### src/hdl/stc_pkg.sv
// Shared types and constants for the sensor temperature frame checker.
package stc_pkg;

	// Frame byte positions
	localparam logic [2:0] POS_AMB_HI  = 3'd0;
	localparam logic [2:0] POS_AMB_LO  = 3'd1;
	localparam logic [2:0] POS_AMB_CRC = 3'd2;
	localparam logic [2:0] POS_OBJ_HI  = 3'd3;
	localparam logic [2:0] POS_OBJ_LO  = 3'd4;
	localparam logic [2:0] POS_OBJ_CRC = 3'd5;

	// CRC-8 constants: polynomial 0x31, seed 0xFF, MSB first
	localparam logic [7:0] CRC_POLY = 8'h31;
	localparam logic [7:0] CRC_INIT = 8'hFF;

	// One end-of-frame result
	typedef struct packed {
		logic signed [15:0] ambient_tenths;
		logic signed [15:0] object_tenths;
		logic               ambient_fresh;
		logic               object_fresh;
	} result_t;

endpackage

### src/hdl/stc_frame_core.sv
// Frame position tracking, running CRC-8 and temperature stores.
module stc_frame_core (
	input  logic            clk,
	input  logic            arst_n,
	input  logic            adv,
	input  logic [7:0]      rx_byte_s1,
	input  logic            frame_start_s1,
	output logic            emit,
	output stc_pkg::result_t result
);
	import stc_pkg::*;

	logic [2:0]  pos_q;
	logic [7:0]  crc_q;
	logic [7:0]  hi_q;
	logic [7:0]  lo_q;
	logic [15:0] amb_q;
	logic [15:0] obj_q;
	logic        amb_ok_q;

	logic [2:0]  pos_eff;
	logic        restart;
	logic [15:0] word;
	logic        match;

	// Unrolled MSB-first CRC-8 byte step
	function automatic logic [7:0] crc_step(input logic [7:0] crc, input logic [7:0] data);
		logic [7:0] c;
		c = crc ^ data;
		for (int i = 0; i < 8; i++) begin
			c = c[7] ? ((c << 1) ^ CRC_POLY) : (c << 1);
		end
		return c;
	endfunction

	// Resolve effective position and word check
	assign restart = frame_start_s1 || (pos_q > POS_OBJ_CRC);
	assign pos_eff = restart ? POS_AMB_HI : pos_q;
	assign word    = {hi_q, lo_q};
	assign match   = (crc_q == rx_byte_s1);
	assign emit    = (pos_eff == POS_OBJ_CRC);

	// Form the end-of-frame result
	always_comb begin
		result.ambient_tenths = amb_q;
		result.object_tenths  = match ? word : obj_q;
		result.ambient_fresh  = amb_ok_q;
		result.object_fresh   = match;
	end

	// Advance frame state on each processed byte
	always_ff @(posedge clk or negedge arst_n) begin
		if (!arst_n) begin
			pos_q    <= POS_AMB_HI;
			crc_q    <= CRC_INIT;
			hi_q     <= '0;
			lo_q     <= '0;
			amb_q    <= '0;
			obj_q    <= '0;
			amb_ok_q <= 1'b0;
		end else if (adv) begin
			unique case (pos_eff) inside
				POS_AMB_HI, POS_OBJ_HI: begin
					hi_q     <= rx_byte_s1;
					crc_q    <= crc_step(CRC_INIT, rx_byte_s1);
					pos_q    <= pos_eff + 3'd1;
					amb_ok_q <= restart ? 1'b0 : amb_ok_q;
				end
				POS_AMB_LO, POS_OBJ_LO: begin
					lo_q  <= rx_byte_s1;
					crc_q <= crc_step(crc_q, rx_byte_s1);
					pos_q <= pos_eff + 3'd1;
				end
				POS_AMB_CRC: begin
					if (match) begin
						amb_q <= word;
					end
					amb_ok_q <= match;
					crc_q    <= CRC_INIT;
					pos_q    <= POS_OBJ_HI;
				end
				default: begin
					if (match) begin
						obj_q <= word;
					end
					crc_q    <= CRC_INIT;
					amb_ok_q <= 1'b0;
					pos_q    <= POS_AMB_HI;
				end
			endcase
		end
	end

endmodule

### config.mk
export PLATFORM = sky130hd
export DESIGN_NAME = stc_frame_core
export DESIGN_NICKNAME = d
export VERILOG_FILES = /design/src/hdl/stc_pkg.sv /design/src/hdl/stc_frame_core.sv
export SDC_FILE = /design/constraint.sdc
export NUM_CORES = 1
export LEC_CHECK = 0
export BUFFER_PORTS_ARGS = -buffer_cell sky130_fd_sc_hd__buf_2
export CELL_PAD_IN_SITES_DETAIL_PLACEMENT = 1
export CELL_PAD_IN_SITES_GLOBAL_PLACEMENT = 2
export CORE_ASPECT_RATIO = 0.9
export CORE_MARGIN = 1
export CORE_UTILIZATION = 39
export CTS_CLUSTER_DIAMETER = 100
export CTS_CLUSTER_SIZE = 30
export DETAILED_ROUTE_END_ITERATION = 10
export GPL_ROUTABILITY_DRIVEN = 1
export PLACE_DENSITY = 0.86
export SLEW_MARGIN = 15
export SYNTH_ARGS = -nofsm -noshare
export SYNTH_HDL_FRONTEND = slang
export SYNTH_SLANG_ARGS = --single-unit
export TNS_END_PERCENT = 100
### constraint.sdc
create_clock -name clk -period 4.4 [get_ports clk]
set_clock_uncertainty 0.2 [all_clocks]
set_input_delay 1.32 -clock clk [delete_from_list [all_inputs] [get_ports clk]]
set_output_delay 1.32 -clock clk [all_outputs]
set_load 0.05 [all_outputs]
# Word-level counts from Yosys, hierarchy flattened
# Cells that the tools add are included.
# totals
reg_bits	60
latchBits	0
mem_bits_rw	0
romBits	0
input_bits	12
out_inout_bits	35
word_cells	69
n_memories	0
# op_classes
add_sub_neg	1
multipliers	0
div	0
magnitude_cmp	1
eq_ne	7
n_shift	0
n_mux	22
bitwise_logic	20
reduce_logical	11
# ops
operator	n
two-way mux 6 bit	16
NOT 3 bit	16
two-way mux 16 bit	1
case mux 8 bit (2 select lines)	1
== test 8 bit	1
NOT 8 bit	1
XOR 8 bit	1
== test 3 x 2 -> 1 bit, second input constant	2
== test 3 bit, second input constant	2
case mux 3 bit (2 select lines)	1
AND reduction 2 bit	3
AND reduction 3 bit	2
OR reduction 5 bit	1
OR reduction 2 bit	2
OR reduction 4 bit	1
adder 3 x 1 -> 3 bit, second input constant	1
== test 3 x 1 -> 1 bit, second input constant	1
greater-than comparator 3 bit, second input constant	1
zero test 3 bit	1
two-way mux 3 bit	1
case mux 1 bit (3 select lines)	1
inequality test 2 bit, second input constant	1
NOT 1 bit	2
logical OR 1 bit	1
two-way mux 1 bit	1

# Depth between registers and ports, before layout
# Gate-level depths: netlist of the first run.
# depth
depth_word	18
mapped_depth	9
depth_no_buf	8

# Worst setup path before layout of the first run
# OpenSTA, ideal clock, no wires.
# synth_path
path_kind	input -> output
startpoint	input rx_byte_s1[7]
endpoint	output result[10] (netlist bit)
arrival_time_ns	2.862
required_time_ns	2.880
setup_slack_ns	0.018
path_stages	7
n_path_buf	3
path_cell_list	buf_2 > xnor2_2 > nand4b_1 > nor2_2 > buf_4 > buf_2 > mux2_2
# synth_lines
item	line	rtl
from (decl)	stc_frame_core.sv:6	input logic [7:0] rx_byte_s1,
to (decl)	stc_frame_core.sv:9	output stc_pkg::result_t result

==> metrics.txt, run 1 <==
# TYPE chip_impl_metric gauge
chip_impl_metric{name="slowest_delay",unit="ns"} 0.33
chip_impl_metric{name="gp_congestion",unit=""} 0.8207
chip_impl_metric{name="cts_inserted_buffers",unit=""} 9
chip_impl_metric{name="detail_route.drc_violations",unit=""} 3
chip_impl_metric{name="floorplan.die.height",unit="µm"} 88.33
chip_impl_metric{name="power.sequential.fraction",unit="%"} 38.6
chip_impl_metric{name="utilization",unit="%"} 48.87
chip_impl_metric{name="irDropWorstVdd",unit="µV"} 219.7
chip_impl_metric{name="edff_count_synth",unit=""} 0
chip_impl_metric{name="cp_data_arrival_time",unit="ns"} 2.79
chip_impl_metric{name="placed_cells",unit=""} 397
chip_impl_metric{name="firstDrtPassIters",unit=""} 7
chip_impl_metric{name="global_route.overflow_total",unit=""} 0
chip_impl_metric{name="synthToLayoutAreaGrowth",unit="%"} 21.50
chip_impl_metric{name="first_global_vias",unit=""} 2272
chip_impl_metric{name="cts.reportedPaths.clkPinSlew",unit="ns"} 0.07
chip_impl_metric{name="tightestPinTransition",unit="ns"} 0.7720
chip_impl_metric{name="cp_max_fo",unit=""} 11
chip_impl_info{name="critical_path_cell_by_cell",value="buf_2 -> xor2_1 -> nand4b_1 -> nor2_4 -> buf_12 -> mux2_2 -> buf_2"} 1
chip_impl_metric{name="max_slew_violation_total_from_the_final_report",unit=""} 0
chip_impl_metric{name="grt_util_all_layers",unit="%"} 18.89
chip_impl_info{name="crit_path_end_kind",value="output pin"} 1
chip_impl_metric{name="first_iter_violations",unit=""} 70
chip_impl_metric{name="die_area",unit="µm²"} 8649
chip_impl_metric{name="maxClockFrequency",unit="MHz"} 232.0
chip_impl_metric{name="preCtsSetupSlack",unit="ns"} 0.07162
chip_impl_metric{name="async_reset_ff_share",unit="%"} 100.0
chip_impl_metric{name="cts.sinks",unit=""} 60
chip_impl_metric{name="finalHoldViolCount",unit=""} 0
chip_impl_info{name="timing_worst_setup_path_type",value="input pin to output pin"} 1
chip_impl_metric{name="final_cells",unit=""} 414
chip_impl_metric{name="max-slew-margin-rel",unit="%"} 48.53
chip_impl_metric{name="chipWidth",unit="µm"} 97.92
chip_impl_metric{name="power.internal",unit="mW"} 1.425
chip_impl_metric{name="largest_net_degree_at_the_start_of_global_routing",unit=""} 61
chip_impl_metric{name="postRouteWirelength",unit="µm"} 7497
chip_impl_metric{name="syn_area",unit="µm²"} 3229
chip_impl_metric{name="yosys_warning_count",unit=""} 0
chip_impl_metric{name="initial_antenna_violation_count",unit=""} 0
chip_impl_metric{name="initial_utilization",unit="%"} 40.22
chip_impl_info{name="critPathLaunchType",value="input pin"} 1
chip_impl_metric{name="switching_share",unit="%"} 33.34
chip_impl_metric{name="layout-drive-gt1-share",unit="%"} 52.06
chip_impl_metric{name="ioPinCount",unit=""} 47
chip_impl_metric{name="power.share.clock",unit="%"} 26.5
chip_impl_metric{name="grt_first_pass_wirelength",unit="µm"} 12250
chip_impl_info{name="ys.flop_type",value="sky130_fd_sc_hd__dfrtp_1"} 1
chip_impl_metric{name="cts_buffer_depth",unit=""} 2
chip_impl_metric{name="postPlaceCellArea",unit="µm²"} 3660
chip_impl_metric{name="nNetsFinal",unit=""} 328
chip_impl_metric{name="fillCellCount",unit=""} 860
chip_impl_metric{name="synth.avg_cell_area",unit="µm²"} 13.18
chip_impl_metric{name="finalWorstPathRequiredPeriod",unit="ns"} 4.311
chip_impl_metric{name="via_total_after_detailed_routing",unit=""} 2167
chip_impl_metric{name="vias_per_cell",unit=""} 5.234
chip_impl_metric{name="regArea",unit="µm²"} 1511
chip_impl_info{name="critPathSlowestCell",value="sky130_fd_sc_hd__mux2_2"} 1
chip_impl_metric{name="synth_fp_nets",unit=""} 263
chip_impl_metric{name="final_cell_area",unit="µm²"} 3924
chip_impl_metric{name="synth_sequential_area_ratio",unit="%"} 46.80
chip_impl_metric{name="wl_per_cell",unit="µm"} 18.11
chip_impl_metric{name="number_of_nets_still_failing_antenna_checks_after_routing",unit=""} 0
chip_impl_metric{name="max_cap_viol_count",unit=""} 0
chip_impl_info{name="worstHoldPathType",value="register to register"} 1
chip_impl_info{name="path_common_cell",value="sky130_fd_sc_hd__buf_2"} 1
chip_impl_metric{name="finalSetupViolCount",unit=""} 0
chip_impl_metric{name="row_count",unit=""} 31
chip_impl_metric{name="cellLeakagePower",unit="nW"} 1.968
chip_impl_metric{name="synth_cells",unit=""} 245
chip_impl_info{name="tritoncts_clock_tree",value="done"} 1
chip_impl_metric{name="netSwitchingPower",unit="mW"} 0.7131
chip_impl_metric{name="holdWs",unit="ns"} 0.2898
chip_impl_metric{name="synth_seq_cells",unit=""} 60
chip_impl_metric{name="n_antenna_cell",unit=""} 0
chip_impl_metric{name="place.port_buffers",unit=""} 46
chip_impl_metric{name="netlist-cell-type-count",unit=""} 46
chip_impl_metric{name="clock_tree.htree_level_count",unit=""} 3
chip_impl_metric{name="hold_buffers",unit=""} 0
chip_impl_info{name="clock_tree.root_cell",value="sky130_fd_sc_hd__clkbuf_8"} 1
chip_impl_metric{name="core_area",unit="µm²"} 8029
chip_impl_metric{name="setup_ws",unit="ns"} 0.08931
chip_impl_metric{name="timing.critical_path.required",unit="ns"} 2.88
chip_impl_metric{name="combPwrFrac",unit="%"} 34.9
chip_impl_info{name="outcome",value="finished with violations"} 1
chip_impl_info{name="failing_checks",value="design-rule violations"} 1
chip_impl_metric{name="final_min_period_over_clock_period",unit="%"} 97.97
chip_impl_metric{name="multi_input_area",unit="µm²"} 1610
chip_impl_metric{name="p_per_cell_area",unit="nW/µm²"} 545.0
chip_impl_metric{name="dpl.hpwl",unit="µm"} 5173
chip_impl_metric{name="worstSkewPairLatency",unit="ns"} 0.34
[layout make-up]
cell class | count | area share [%]
flip-flops and latches | 60 | 38.52
well taps | 99 | 3.157
clock inverters | 6 | 2.200
multi-input cells | 164 | 41.04
repair buffers | 68 | 10.91
clock buffers | 10 | 3.508
inverters | 7 | 0.6696
[registers in the layout (all words and copies together), names as in the netlist]
name      count
crc_q         8
amb_q        16
hi_q          8
lo_q          8
amb_ok_q      1
pos_q         3
obj_q        16
[per-stage QoR]
stage               power (mW)   TNS (ns)
floorplan                1.345          0
global placement         1.551          0
detailed placement       1.577          0
CTS                      2.156          0
global route             2.273  -0.007709
finish                   2.138          0
[synthesized netlist by cell type (all sizes together), types with 2 or more instances]
cell type	count	area, µm²
o21ai	5	25.02
nor2	17	66.32
buf	12	86.33
nor3	2	15.01
xnor2	17	178.9
nand2b	2	12.51
or4	2	15.01
clkbuf	2	7.510
ha	6	75.07
inv	7	26.27
o22ai	4	25.02
xor2	10	87.58
dfrtp	52	1301
nor2b	4	25.02
nand3	3	27.53
dfstp	8	210.2
mux2	64	758.2
o32a	5	50.05
a21oi	4	23.77
xnor3	4	95.09
nand2	2	7.510
nand4b	2	17.52
[critical path, delay by kind of cell]
kind	cells	cell delay, ns
AND/OR/NAND/NOR	2	0.47
buffers and inverters	3	0.48
multiplexers	1	0.33
XOR/XNOR	1	0.18
[cell usage in the layout, fill, tap and decap left out, types with 2 or more instances in the layout]
cell type	count
sky130_fd_sc_hd__clkbuf_8	10
sky130_fd_sc_hd__xnor2_1	12
sky130_fd_sc_hd__clkinv_2	2
sky130_fd_sc_hd__dfrtp_1	52
sky130_fd_sc_hd__xnor2_2	5
sky130_fd_sc_hd__nor2b_1	4
sky130_fd_sc_hd__dfstp_2	8
sky130_fd_sc_hd__o32a_1	5
sky130_fd_sc_hd__nand2_1	2
sky130_fd_sc_hd__nor2_1	16
sky130_fd_sc_hd__xor2_1	10
sky130_fd_sc_hd__buf_4	24
sky130_fd_sc_hd__a21oi_1	3
sky130_fd_sc_hd__o21ai_0	4
sky130_fd_sc_hd__buf_2	41
sky130_fd_sc_hd__xnor3_1	2
sky130_fd_sc_hd__o22ai_1	4
sky130_fd_sc_hd__nand2b_1	2
sky130_fd_sc_hd__bufinv_16	2
sky130_fd_sc_hd__mux2_4	10
sky130_fd_sc_hd__or4_1	2
sky130_fd_sc_hd__buf_6	2
sky130_fd_sc_hd__nand4b_1	2
sky130_fd_sc_hd__mux2_2	49
sky130_fd_sc_hd__nand3_1	2
sky130_fd_sc_hd__ha_1	6
sky130_fd_sc_hd__mux2_1	5
sky130_fd_sc_hd__inv_1	6
[what timing repair did]
action                                  4_1_cts  5_1_grt
resized for setup                             0       14
hold endpoints to repair                      0        0
endpoints found under the setup margin        0       16
buffers inserted                              0        1
[routing by layer]
layer	GRT usage [%]	vias to the layer above	wire (µm)
li1	-	991	-
met1	24.76	1119	3508
met2	30.35	49	3607
met3	5.371	8	317
met4	6.474	0	64
met5	0	-	0
[kinds of logic after synthesis]
logic type	after synthesis	share of synthesized area, %
compound gates	23	5.076
xor+xnor	31	11.20
fa+ha+maj	6	2.325
buf+inv	21	3.719
flops	60	46.80
mux	65	23.79
simple gates	39	7.091
[power by group through the flow]
stage | Sequential, mW | Clock [mW] | Combinational, mW
final | 0.825 | 0.567 | 0.747
after global routing | 0.846 | 0.604 | 0.823
after CTS | 0.824 | 0.582 | 0.750
after detailed placement | 0.833 | 0 | 0.744
after global placement | 0.826 | 0 | 0.725
after floorplan | 0.816 | 0 | 0.529
[worst paths after layout]
path,start,endpoint,slack [ns],cells past startpoint
hold / removal,amb_q[14]$_DFFE_PN0P_,amb_q[14]$_DFFE_PN0P_,0.29,1
setup / recovery,rx_byte_s1[1],result[2],0.09,7
setup reg to reg,crc_q[1]$_DFFE_PN1P_,amb_q[10]$_DFFE_PN0P_,1.65,7
min in group asynchronous,arst_n,amb_q[14]$_DFFE_PN0P_,0.94,2
max in group asynchronous,arst_n,obj_q[5]$_DFFE_PN0P_,2.56,2
hold reg to reg,amb_q[14]$_DFFE_PN0P_,amb_q[14]$_DFFE_PN0P_,0.29,1
Power figures use the tool's default switching activity.
==> inputs of run 2 (changes only) <==
ABC_AREA = 1   (was default)
CORE_UTILIZATION = 34   (was 39)
==> run 2 against run 1 <==
  * The flow now finishes without violations
  * Register-to-register slack improved by 0.22 ns
  * Power rose by 27%
  * Critical path depth rose by 1
  * Worst hold slack got worse by 0.0094 ns
  * Sequential power rose by 2.7%
  * Maximum frequency rose by 2.8%
  * Core utilization fell by 7.9 points
  * Synthesized cell count rose by 81%
  * Die area rose by 28%
  * Via count rose by 37%
  * Cell count rose by 50%
  * Largest cell class unchanged
==> metrics.txt, run 2 <==
# TYPE chip_impl_metric gauge
chip_impl_info{name="registers_with_the_most_flip_flops",value="amb_q x16, obj_q x16"} 1
chip_impl_metric{name="netlist-cell-type-count",unit=""} 34
chip_impl_metric{name="via_total_after_detailed_routing",unit=""} 2973
chip_impl_metric{name="nNetsFinal",unit=""} 507
chip_impl_metric{name="cp_max_fo",unit=""} 21
chip_impl_info{name="grt_setup_unrepaired",value="false"} 1
chip_impl_metric{name="detail_route.drc_violations",unit=""} 0
chip_impl_metric{name="chipWidth",unit="µm"} 110.7
chip_impl_metric{name="tightestPinTransition",unit="ns"} 0.7902
chip_impl_metric{name="vias_per_cell",unit=""} 4.772
chip_impl_metric{name="floorplan.die.height",unit="µm"} 99.84
chip_impl_metric{name="postRouteWirelength",unit="µm"} 9331
chip_impl_metric{name="max-slew-margin-rel",unit="%"} 47.32
chip_impl_metric{name="worstSkewPairLatency",unit="ns"} 0.33
chip_impl_info{name="holdCritStartpoint",value="amb_q[3]$_DFFE_PN0P_"} 1
chip_impl_metric{name="preCtsSetupSlack",unit="ns"} 0.1957
chip_impl_info{name="post-synth-top-count-cell",value="sky130_fd_sc_hd__nand2_1"} 1
chip_impl_info{name="worst_r2r_end",value="hi_q[2]$_DFFE_PN0P_"} 1
chip_impl_metric{name="initial_antenna_violation_count",unit=""} 0
chip_impl_metric{name="cellLeakagePower",unit="nW"} 2.222
chip_impl_metric{name="async_reset_ff_share",unit="%"} 100.0
chip_impl_info{name="worstHoldPathType",value="register to register"} 1
chip_impl_info{name="r2r_start",value="pos_q[2]$_DFFE_PN0P_"} 1
chip_impl_metric{name="wl_per_cell",unit="µm"} 14.98
chip_impl_info{name="mostFrequentLayoutCell",value="sky130_fd_sc_hd__nand2_1"} 1
chip_impl_metric{name="hold_buffers",unit=""} 0
chip_impl_metric{name="first_iter_violations",unit=""} 164
chip_impl_metric{name="p_per_cell_area",unit="nW/µm²"} 641.1
chip_impl_info{name="tritoncts_clock_tree",value="done"} 1
chip_impl_info{name="crit_path_end_kind",value="output pin"} 1
chip_impl_info{name="synthDominantAreaCellType",value="sky130_fd_sc_hd__dfrtp_1"} 1
chip_impl_metric{name="first_global_vias",unit=""} 3117
chip_impl_metric{name="finalWorstPathRequiredPeriod",unit="ns"} 4.191
chip_impl_metric{name="cp_data_arrival_time",unit="ns"} 2.67
chip_impl_metric{name="slowest_delay",unit="ns"} 0.28
chip_impl_metric{name="largest_net_degree_at_the_start_of_global_routing",unit=""} 61
chip_impl_info{name="ys.flop_type",value="sky130_fd_sc_hd__dfrtp_1"} 1
chip_impl_metric{name="cts_inserted_buffers",unit=""} 9
chip_impl_metric{name="cts_buffer_depth",unit=""} 2
chip_impl_info{name="top_cells_by_area_synth",value="sky130_fd_sc_hd__dfrtp_1 (36%), sky130_fd_sc_hd__nand2_1 (13%), sky130_fd_sc_hd__o21ai_2 (7.8%)"} 1
chip_impl_info{name="layout.cells.most_common_list",value="sky130_fd_sc_hd__nand2_1 (128), sky130_fd_sc_hd__inv_1 (58), sky130_fd_sc_hd__dfrtp_1 (52)"} 1
chip_impl_metric{name="firstDrtPassIters",unit=""} 4
chip_impl_metric{name="irDropWorstVdd",unit="µV"} 489.4
chip_impl_info{name="clock_tree.root_cell",value="sky130_fd_sc_hd__clkbuf_16"} 1
chip_impl_metric{name="finalHoldViolCount",unit=""} 0
chip_impl_metric{name="edff_count_synth",unit=""} 0
chip_impl_metric{name="max_cap_viol_count",unit=""} 0
chip_impl_info{name="path_common_cell",value="sky130_fd_sc_hd__buf_2"} 1
chip_impl_metric{name="global_route.overflow_total",unit=""} 0
chip_impl_metric{name="place.port_buffers",unit=""} 46
chip_impl_metric{name="utilization",unit="%"} 41.01
chip_impl_metric{name="n_antenna_cell",unit=""} 0
chip_impl_metric{name="clock_tree.htree_level_count",unit=""} 3
chip_impl_metric{name="ioPinCount",unit=""} 47
chip_impl_metric{name="number_of_nets_still_failing_antenna_checks_after_routing",unit=""} 0
chip_impl_info{name="timing_worst_setup_path_type",value="input pin to output pin"} 1
chip_impl_metric{name="max_slew_violation_total_from_the_final_report",unit=""} 0
chip_impl_metric{name="regToRegSetupSlack",unit="ns"} 1.87
chip_impl_metric{name="finalSetupViolCount",unit=""} 0
chip_impl_metric{name="synth_fp_nets",unit=""} 462
chip_impl_metric{name="row_count",unit=""} 35
chip_impl_metric{name="hold_depth",unit=""} 2
chip_impl_metric{name="synthToLayoutAreaGrowth",unit="%"} 16.71
chip_impl_metric{name="synth_seq_cells",unit=""} 60
chip_impl_metric{name="core_area",unit="µm²"} 10290
chip_impl_metric{name="synth.avg_cell_area",unit="µm²"} 8.144
chip_impl_metric{name="timing.critical_path.required",unit="ns"} 2.88
chip_impl_metric{name="setup_ws",unit="ns"} 0.2086
chip_impl_metric{name="synth_cells",unit=""} 444
chip_impl_metric{name="dpl.hpwl",unit="µm"} 7021
chip_impl_metric{name="maxClockFrequency",unit="MHz"} 238.6
chip_impl_metric{name="die_area",unit="µm²"} 11050
chip_impl_metric{name="grt_util_all_layers",unit="%"} 18.44
chip_impl_metric{name="initial_utilization",unit="%"} 35.14
chip_impl_info{name="netlist_top_cells_count",value="sky130_fd_sc_hd__nand2_1 (128), sky130_fd_sc_hd__inv_1 (58), sky130_fd_sc_hd__dfrtp_1 (52)"} 1
chip_impl_metric{name="r2r_cells",unit=""} 9
chip_impl_info{name="worst_hold_path.endpoint",value="amb_q[3]$_DFFE_PN0P_"} 1
chip_impl_metric{name="grt_first_pass_wirelength",unit="µm"} 15730
chip_impl_metric{name="syn_area",unit="µm²"} 3616
chip_impl_metric{name="setup_fix_bufs_post_cts",unit=""} 0
chip_impl_metric{name="layout-drive-gt1-share",unit="%"} 29.96
chip_impl_metric{name="finalSetupTns",unit="ns"} 0
chip_impl_info{name="critPathLaunchType",value="input pin"} 1
chip_impl_metric{name="final_min_period_over_clock_period",unit="%"} 95.26
chip_impl_info{name="critical_path_cell_by_cell",value="buf_2 -> xnor2_2 -> nand2_1 -> nor2_4 -> nand2_4 -> buf_12 -> o21ai_2 -> buf_2"} 1
chip_impl_metric{name="cts-resized-gates",unit=""} 0
chip_impl_metric{name="cts.reportedPaths.clkPinSlew",unit="ns"} 0.05
chip_impl_info{name="critPathSlowestCell",value="sky130_fd_sc_hd__buf_2"} 1
chip_impl_metric{name="yosysTopAreaCellShare",unit="%"} 35.99
chip_impl_info{name="outcome",value="complete, no violations"} 1
chip_impl_metric{name="gp_congestion",unit=""} 0.7758
chip_impl_metric{name="yosys_warning_count",unit=""} 0
chip_impl_metric{name="synth_sequential_area_ratio",unit="%"} 41.80
chip_impl_metric{name="cts.sinks",unit=""} 60
-- run 2: cell types whose count changed after synthesis, sizes merged, moves of 3 or more --
cell   change
buf        +6
xor2       -4
xnor2      -7
mux2      -64
a21oi      +3
inv       +56
nand2    +149
o22ai      -4
o21ai     +66
o32a       -5
nor2b      -4
nand3     +19
xnor3      -4
-- run 2: area by class of cell --
| cell class | count | area, µm² |
|---|---|---|
| Clock inverter | 5 | 52.55 |
| Inverter | 64 | 244.0 |
| Fill cell | 1261 | 6071 |
| Timing Repair Buffer | 54 | 315.3 |
| Clock buffer | 11 | 232.7 |
| Sequential cell | 60 | 1511 |
| Multi-Input combinational cell | 300 | 1703 |
| Tap cell | 129 | 161.4 |
-- run 2: logic make-up (layout without fill, tap and decap cells) --
family	Yosys count	after routing	synth area share, %
simple gates	195	195	24.46
buf+inv	84	134	11.11
compound gates	83	83	15.22
flops	60	60	41.80
xor+xnor	16	16	5.329
fa+ha+maj	6	6	2.076
-- run 2: worst max-delay path: cells and delay by family --
kind | cells | cell delay (ns)
buf+inv | 3 | 0.56
simple gates | 3 | 0.38
xor+xnor | 1 | 0.25
compound gates | 1 | 0.14
-- run 2: power by group --
group	switching, mW	internal (mW)	total, mW
combinational	0.830	0.335	1.16
sequential	0.106	0.741	0.847
clock	0.259	0.435	0.694
total	1.19	1.51	2.71
-- run 2: how the worst max path moves through the flow --
| stage | start | end | slack [ns] | depth (start not counted) |
|---|---|---|---|---|
| finish | rx_byte_s1[1] | result[7] | 0.21 | 8 |
| global route | rx_byte_s1[3] | result[6] | 0.12 | 12 |
| CTS | rx_byte_s1[1] | result[3] | 0.19 | 8 |
| detailed placement | rx_byte_s1[1] | result[3] | 0.20 | 8 |
| global placement | rx_byte_s1[3] | result[7] | 0.24 | 12 |
| floorplan | rx_byte_s1[4] | result[10] | 0.32 | 9 |
-- run 2: layer usage --
| metal | track usage [%] | part of all wire [%] | vias to the layer above |
|---|---|---|---|
| met1 | 24.12 | 47 | 1434 |
| met3 | 3.865 | 4.5 | 8 |
| met5 | 0 | 0 | - |
| met2 | 30.86 | 47 | 57 |
| met4 | 5.538 | 1.3 | 0 |
| li1 | - | - | 1474 |
-- run 2: stage by stage --
stage	instance area, µm²	cells	power, mW	hold slack (ns)
CTS	4220	623	2.742	0.2893
detailed placement	3935	607	2.034	0.2754
global route	4220	623	2.888	0.3113
floorplan	3616	444	1.749	0.2530
global placement	3935	607	1.993	0.2655
finish	4220	623	2.705	0.2804
==> inputs of run 3 (changes only) <==
GPL_TIMING_DRIVEN = 0   (was default)
==> run 3 against run 2 <==
  * Core utilization grew 0.45 points
  * Worst hold slack lost 0.0010 ns
  * Global-route usage grew 0.45 points
  * Power shrank 2.0%
  * Critical path depth grew 2
  * Via count shrank 0.13%
  * Maximum frequency shrank 1.7%
  * First-iteration DRC count shrank 45%
  * Flip-flop and latch count is the same
  * Worst setup slack lost 0.071 ns
  * Sequential power is essentially flat
  * Largest power group unchanged
==> metrics.txt, run 3 (synthesis results as in run 2) <==
# TYPE chip_impl_metric gauge
chip_impl_metric{name="clock_tree.htree_level_count",unit=""} 3
chip_impl_metric{name="fillCellCount",unit=""} 1258
chip_impl_metric{name="dpl.hpwl",unit="µm"} 7308
chip_impl_metric{name="setup_ws",unit="ns"} 0.1381
chip_impl_info{name="clock_tree.root_cell",value="sky130_fd_sc_hd__clkbuf_16"} 1
chip_impl_metric{name="placed_cells",unit=""} 615
chip_impl_info{name="registers_with_the_most_flip_flops",value="amb_q x16, obj_q x16"} 1
chip_impl_metric{name="largest_net_degree_at_the_start_of_global_routing",unit=""} 61
chip_impl_metric{name="nNetsFinal",unit=""} 515
chip_impl_metric{name="global_route.overflow_total",unit=""} 0
chip_impl_metric{name="gp_congestion",unit=""} 0.8120
chip_impl_metric{name="power.internal",unit="mW"} 1.488
chip_impl_metric{name="n_antenna_cell",unit=""} 0
chip_impl_info{name="layout.cells.most_common_list",value="sky130_fd_sc_hd__nand2_1 (128), sky130_fd_sc_hd__inv_1 (58), sky130_fd_sc_hd__dfrtp_1 (52)"} 1
chip_impl_metric{name="finalSetupViolCount",unit=""} 0
chip_impl_metric{name="maxClockFrequency",unit="MHz"} 234.6
chip_impl_metric{name="final_cell_area",unit="µm²"} 4267
chip_impl_metric{name="floorplan.die.height",unit="µm"} 99.84
chip_impl_metric{name="hold_buffers",unit=""} 0
chip_impl_metric{name="first_global_vias",unit=""} 3041
chip_impl_info{name="worstHoldPathType",value="register to register"} 1
chip_impl_metric{name="max_cap_viol_count",unit=""} 0
chip_impl_metric{name="place.port_buffers",unit=""} 42
chip_impl_metric{name="power.share.clock",unit="%"} 24.4
chip_impl_metric{name="tightestPinTransition",unit="ns"} 0.7993
chip_impl_metric{name="die_area",unit="µm²"} 11050
chip_impl_metric{name="combPwrFrac",unit="%"} 43.8
chip_impl_info{name="outcome",value="complete, no violations"} 1
chip_impl_metric{name="chipWidth",unit="µm"} 110.7
chip_impl_metric{name="core_area",unit="µm²"} 10290
chip_impl_metric{name="cellLeakagePower",unit="nW"} 2.254
chip_impl_metric{name="power.sequential.fraction",unit="%"} 31.8
chip_impl_metric{name="cp_data_arrival_time",unit="ns"} 2.74
chip_impl_metric{name="grt_first_pass_wirelength",unit="µm"} 16110
chip_impl_metric{name="finalWorstPathRequiredPeriod",unit="ns"} 4.262
chip_impl_metric{name="cp_max_fo",unit=""} 10
chip_impl_metric{name="final_min_period_over_clock_period",unit="%"} 96.86
chip_impl_metric{name="synthToLayoutAreaGrowth",unit="%"} 17.99
chip_impl_metric{name="firstDrtPassIters",unit=""} 4
chip_impl_metric{name="number_of_nets_still_failing_antenna_checks_after_routing",unit=""} 0
chip_impl_metric{name="postPlaceCellArea",unit="µm²"} 3990
chip_impl_metric{name="cts_buffer_depth",unit=""} 2
chip_impl_metric{name="met1_usage",unit="%"} 26.35
chip_impl_metric{name="cts.sinks",unit=""} 60
chip_impl_metric{name="finalHoldViolCount",unit=""} 0
chip_impl_info{name="critPathLaunchType",value="input pin"} 1
chip_impl_metric{name="wl_per_cell",unit="µm"} 15.17
chip_impl_metric{name="vias_per_cell",unit=""} 4.705
chip_impl_metric{name="final_cells",unit=""} 631
chip_impl_metric{name="first_iter_violations",unit=""} 90
chip_impl_metric{name="ioPinCount",unit=""} 47
chip_impl_info{name="mostFrequentLayoutCell",value="sky130_fd_sc_hd__nand2_1"} 1
chip_impl_info{name="timing_worst_setup_path_type",value="input pin to output pin"} 1
chip_impl_metric{name="irDropWorstVdd",unit="µV"} 405.8
chip_impl_info{name="tritoncts_clock_tree",value="done"} 1
chip_impl_metric{name="grt_util_all_layers",unit="%"} 18.89
chip_impl_metric{name="p_per_cell_area",unit="nW/µm²"} 621.7
chip_impl_metric{name="max_slew_violation_total_from_the_final_report",unit=""} 0
chip_impl_info{name="grt_setup_unrepaired",value="false"} 1
chip_impl_metric{name="detail_route.drc_violations",unit=""} 0
chip_impl_metric{name="layout-drive-gt1-share",unit="%"} 30.48
chip_impl_metric{name="cts.reportedPaths.clkPinSlew",unit="ns"} 0.05
chip_impl_metric{name="cts_inserted_buffers",unit=""} 9
chip_impl_metric{name="timing.critical_path.required",unit="ns"} 2.88
chip_impl_metric{name="max-slew-margin-rel",unit="%"} 46.71
chip_impl_metric{name="netSwitchingPower",unit="mW"} 1.165
chip_impl_metric{name="met2_resource_use_gr",unit="%"} 29.34
chip_impl_info{name="crit_path_end_kind",value="output pin"} 1
chip_impl_metric{name="postRouteWirelength",unit="µm"} 9572
chip_impl_metric{name="globalRouteMet3Util",unit="%"} 4.167
chip_impl_metric{name="switching_share",unit="%"} 43.91
chip_impl_metric{name="preCtsSetupSlack",unit="ns"} 0.1016
chip_impl_info{name="top_usage_layer",value="met2"} 1
chip_impl_metric{name="via_total_after_detailed_routing",unit=""} 2969
chip_impl_metric{name="worstSkewPairLatency",unit="ns"} 0.33
chip_impl_metric{name="row_count",unit=""} 35
chip_impl_metric{name="finalSetupTns",unit="ns"} 0
chip_impl_metric{name="initial_utilization",unit="%"} 35.14
chip_impl_metric{name="initial_antenna_violation_count",unit=""} 0
run 3: changes by cell type in the layout (fill, tap and decap cells not counted), sizes merged:
cell	change
clkbuf	+6
clkinv	-1
clkinvlp	-1
buf	+5
bufinv	-1
run 3: path summary, 6_finish.rpt:
path                                              to  slack [ns]  cells after the start                 start
worst max-delay path                       result[3]        0.14                     10         rx_byte_s1[6]
worst max register to register   hi_q[4]$_DFFE_PN0P_        1.83                     10  pos_q[2]$_DFFE_PN0P_
worst min-delay path            amb_q[2]$_DFFE_PN0P_        0.28                      2  amb_q[2]$_DFFE_PN0P_
worst min register to register  amb_q[2]$_DFFE_PN0P_        0.28                      2  amb_q[2]$_DFFE_PN0P_
max in group asynchronous       amb_q[2]$_DFFE_PN0P_        2.60                      1                arst_n
min in group asynchronous       obj_q[7]$_DFFE_PN0P_        0.88                      1                arst_n
run 3: cell type report:
cell class / count / area (µm²) / share of cell area (%)
clock inverters: 2 / 10.01 / 0.2346
flip-flops and latches: 60 / 1511 / 35.43
inverters: 64 / 244.0 / 5.718
clock buffers: 14 / 264.0 / 6.188
multi-input cells: 300 / 1703 / 39.91
plain buffers: 20 / 157.7 / 3.695
well taps: 129 / 161.4 / 3.783
repair buffers: 42 / 215.2 / 5.044
run 3: what timing repair did:
action,4_1_cts,5_1_grt
setup buffers,0,0
endpoints found under the setup margin,0,1
gates resized for setup,0,1
hold endpoints to repair,0,0
run 3: worst max-delay path: stages:
cell	delay, ns
sky130_fd_sc_hd__buf_2	0.15
sky130_fd_sc_hd__inv_2	0.11
sky130_fd_sc_hd__nand2_1	0.06
sky130_fd_sc_hd__nand2_1	0.15
sky130_fd_sc_hd__nand2_4	0.09
sky130_fd_sc_hd__nor2_4	0.12
sky130_fd_sc_hd__nand2_4	0.11
sky130_fd_sc_hd__buf_6	0.19
sky130_fd_sc_hd__o21ai_2	0.15
sky130_fd_sc_hd__buf_2	0.28
run 3: metal layers:
metal  up-vias  routed length (µm)
li1       1488                   -
met1      1436                4906
met2        39                4339
met3         6                 250
met4         0                  75
met5         -                   0
run 3: per-stage QoR:
step	utilization, %	hold WS (ns)	power [mW]
after detailed placement	38.77	0.2699	2.021
after CTS	41.43	0.2811	2.692
final	41.46	0.2794	2.653
after global routing	41.46	0.3033	2.840
after global placement	38.75	0.2644	1.982
after floorplan	-	0.2530	1.749
run 3: power groups by stage:
stage	Clock [mW]	Sequential [mW]	Combinational, mW
global route	0.688	0.867	1.29
floorplan	0	0.846	0.903
CTS	0.670	0.846	1.18
detailed placement	0	0.852	1.17
global placement	0	0.842	1.14
finish	0.647	0.844	1.16
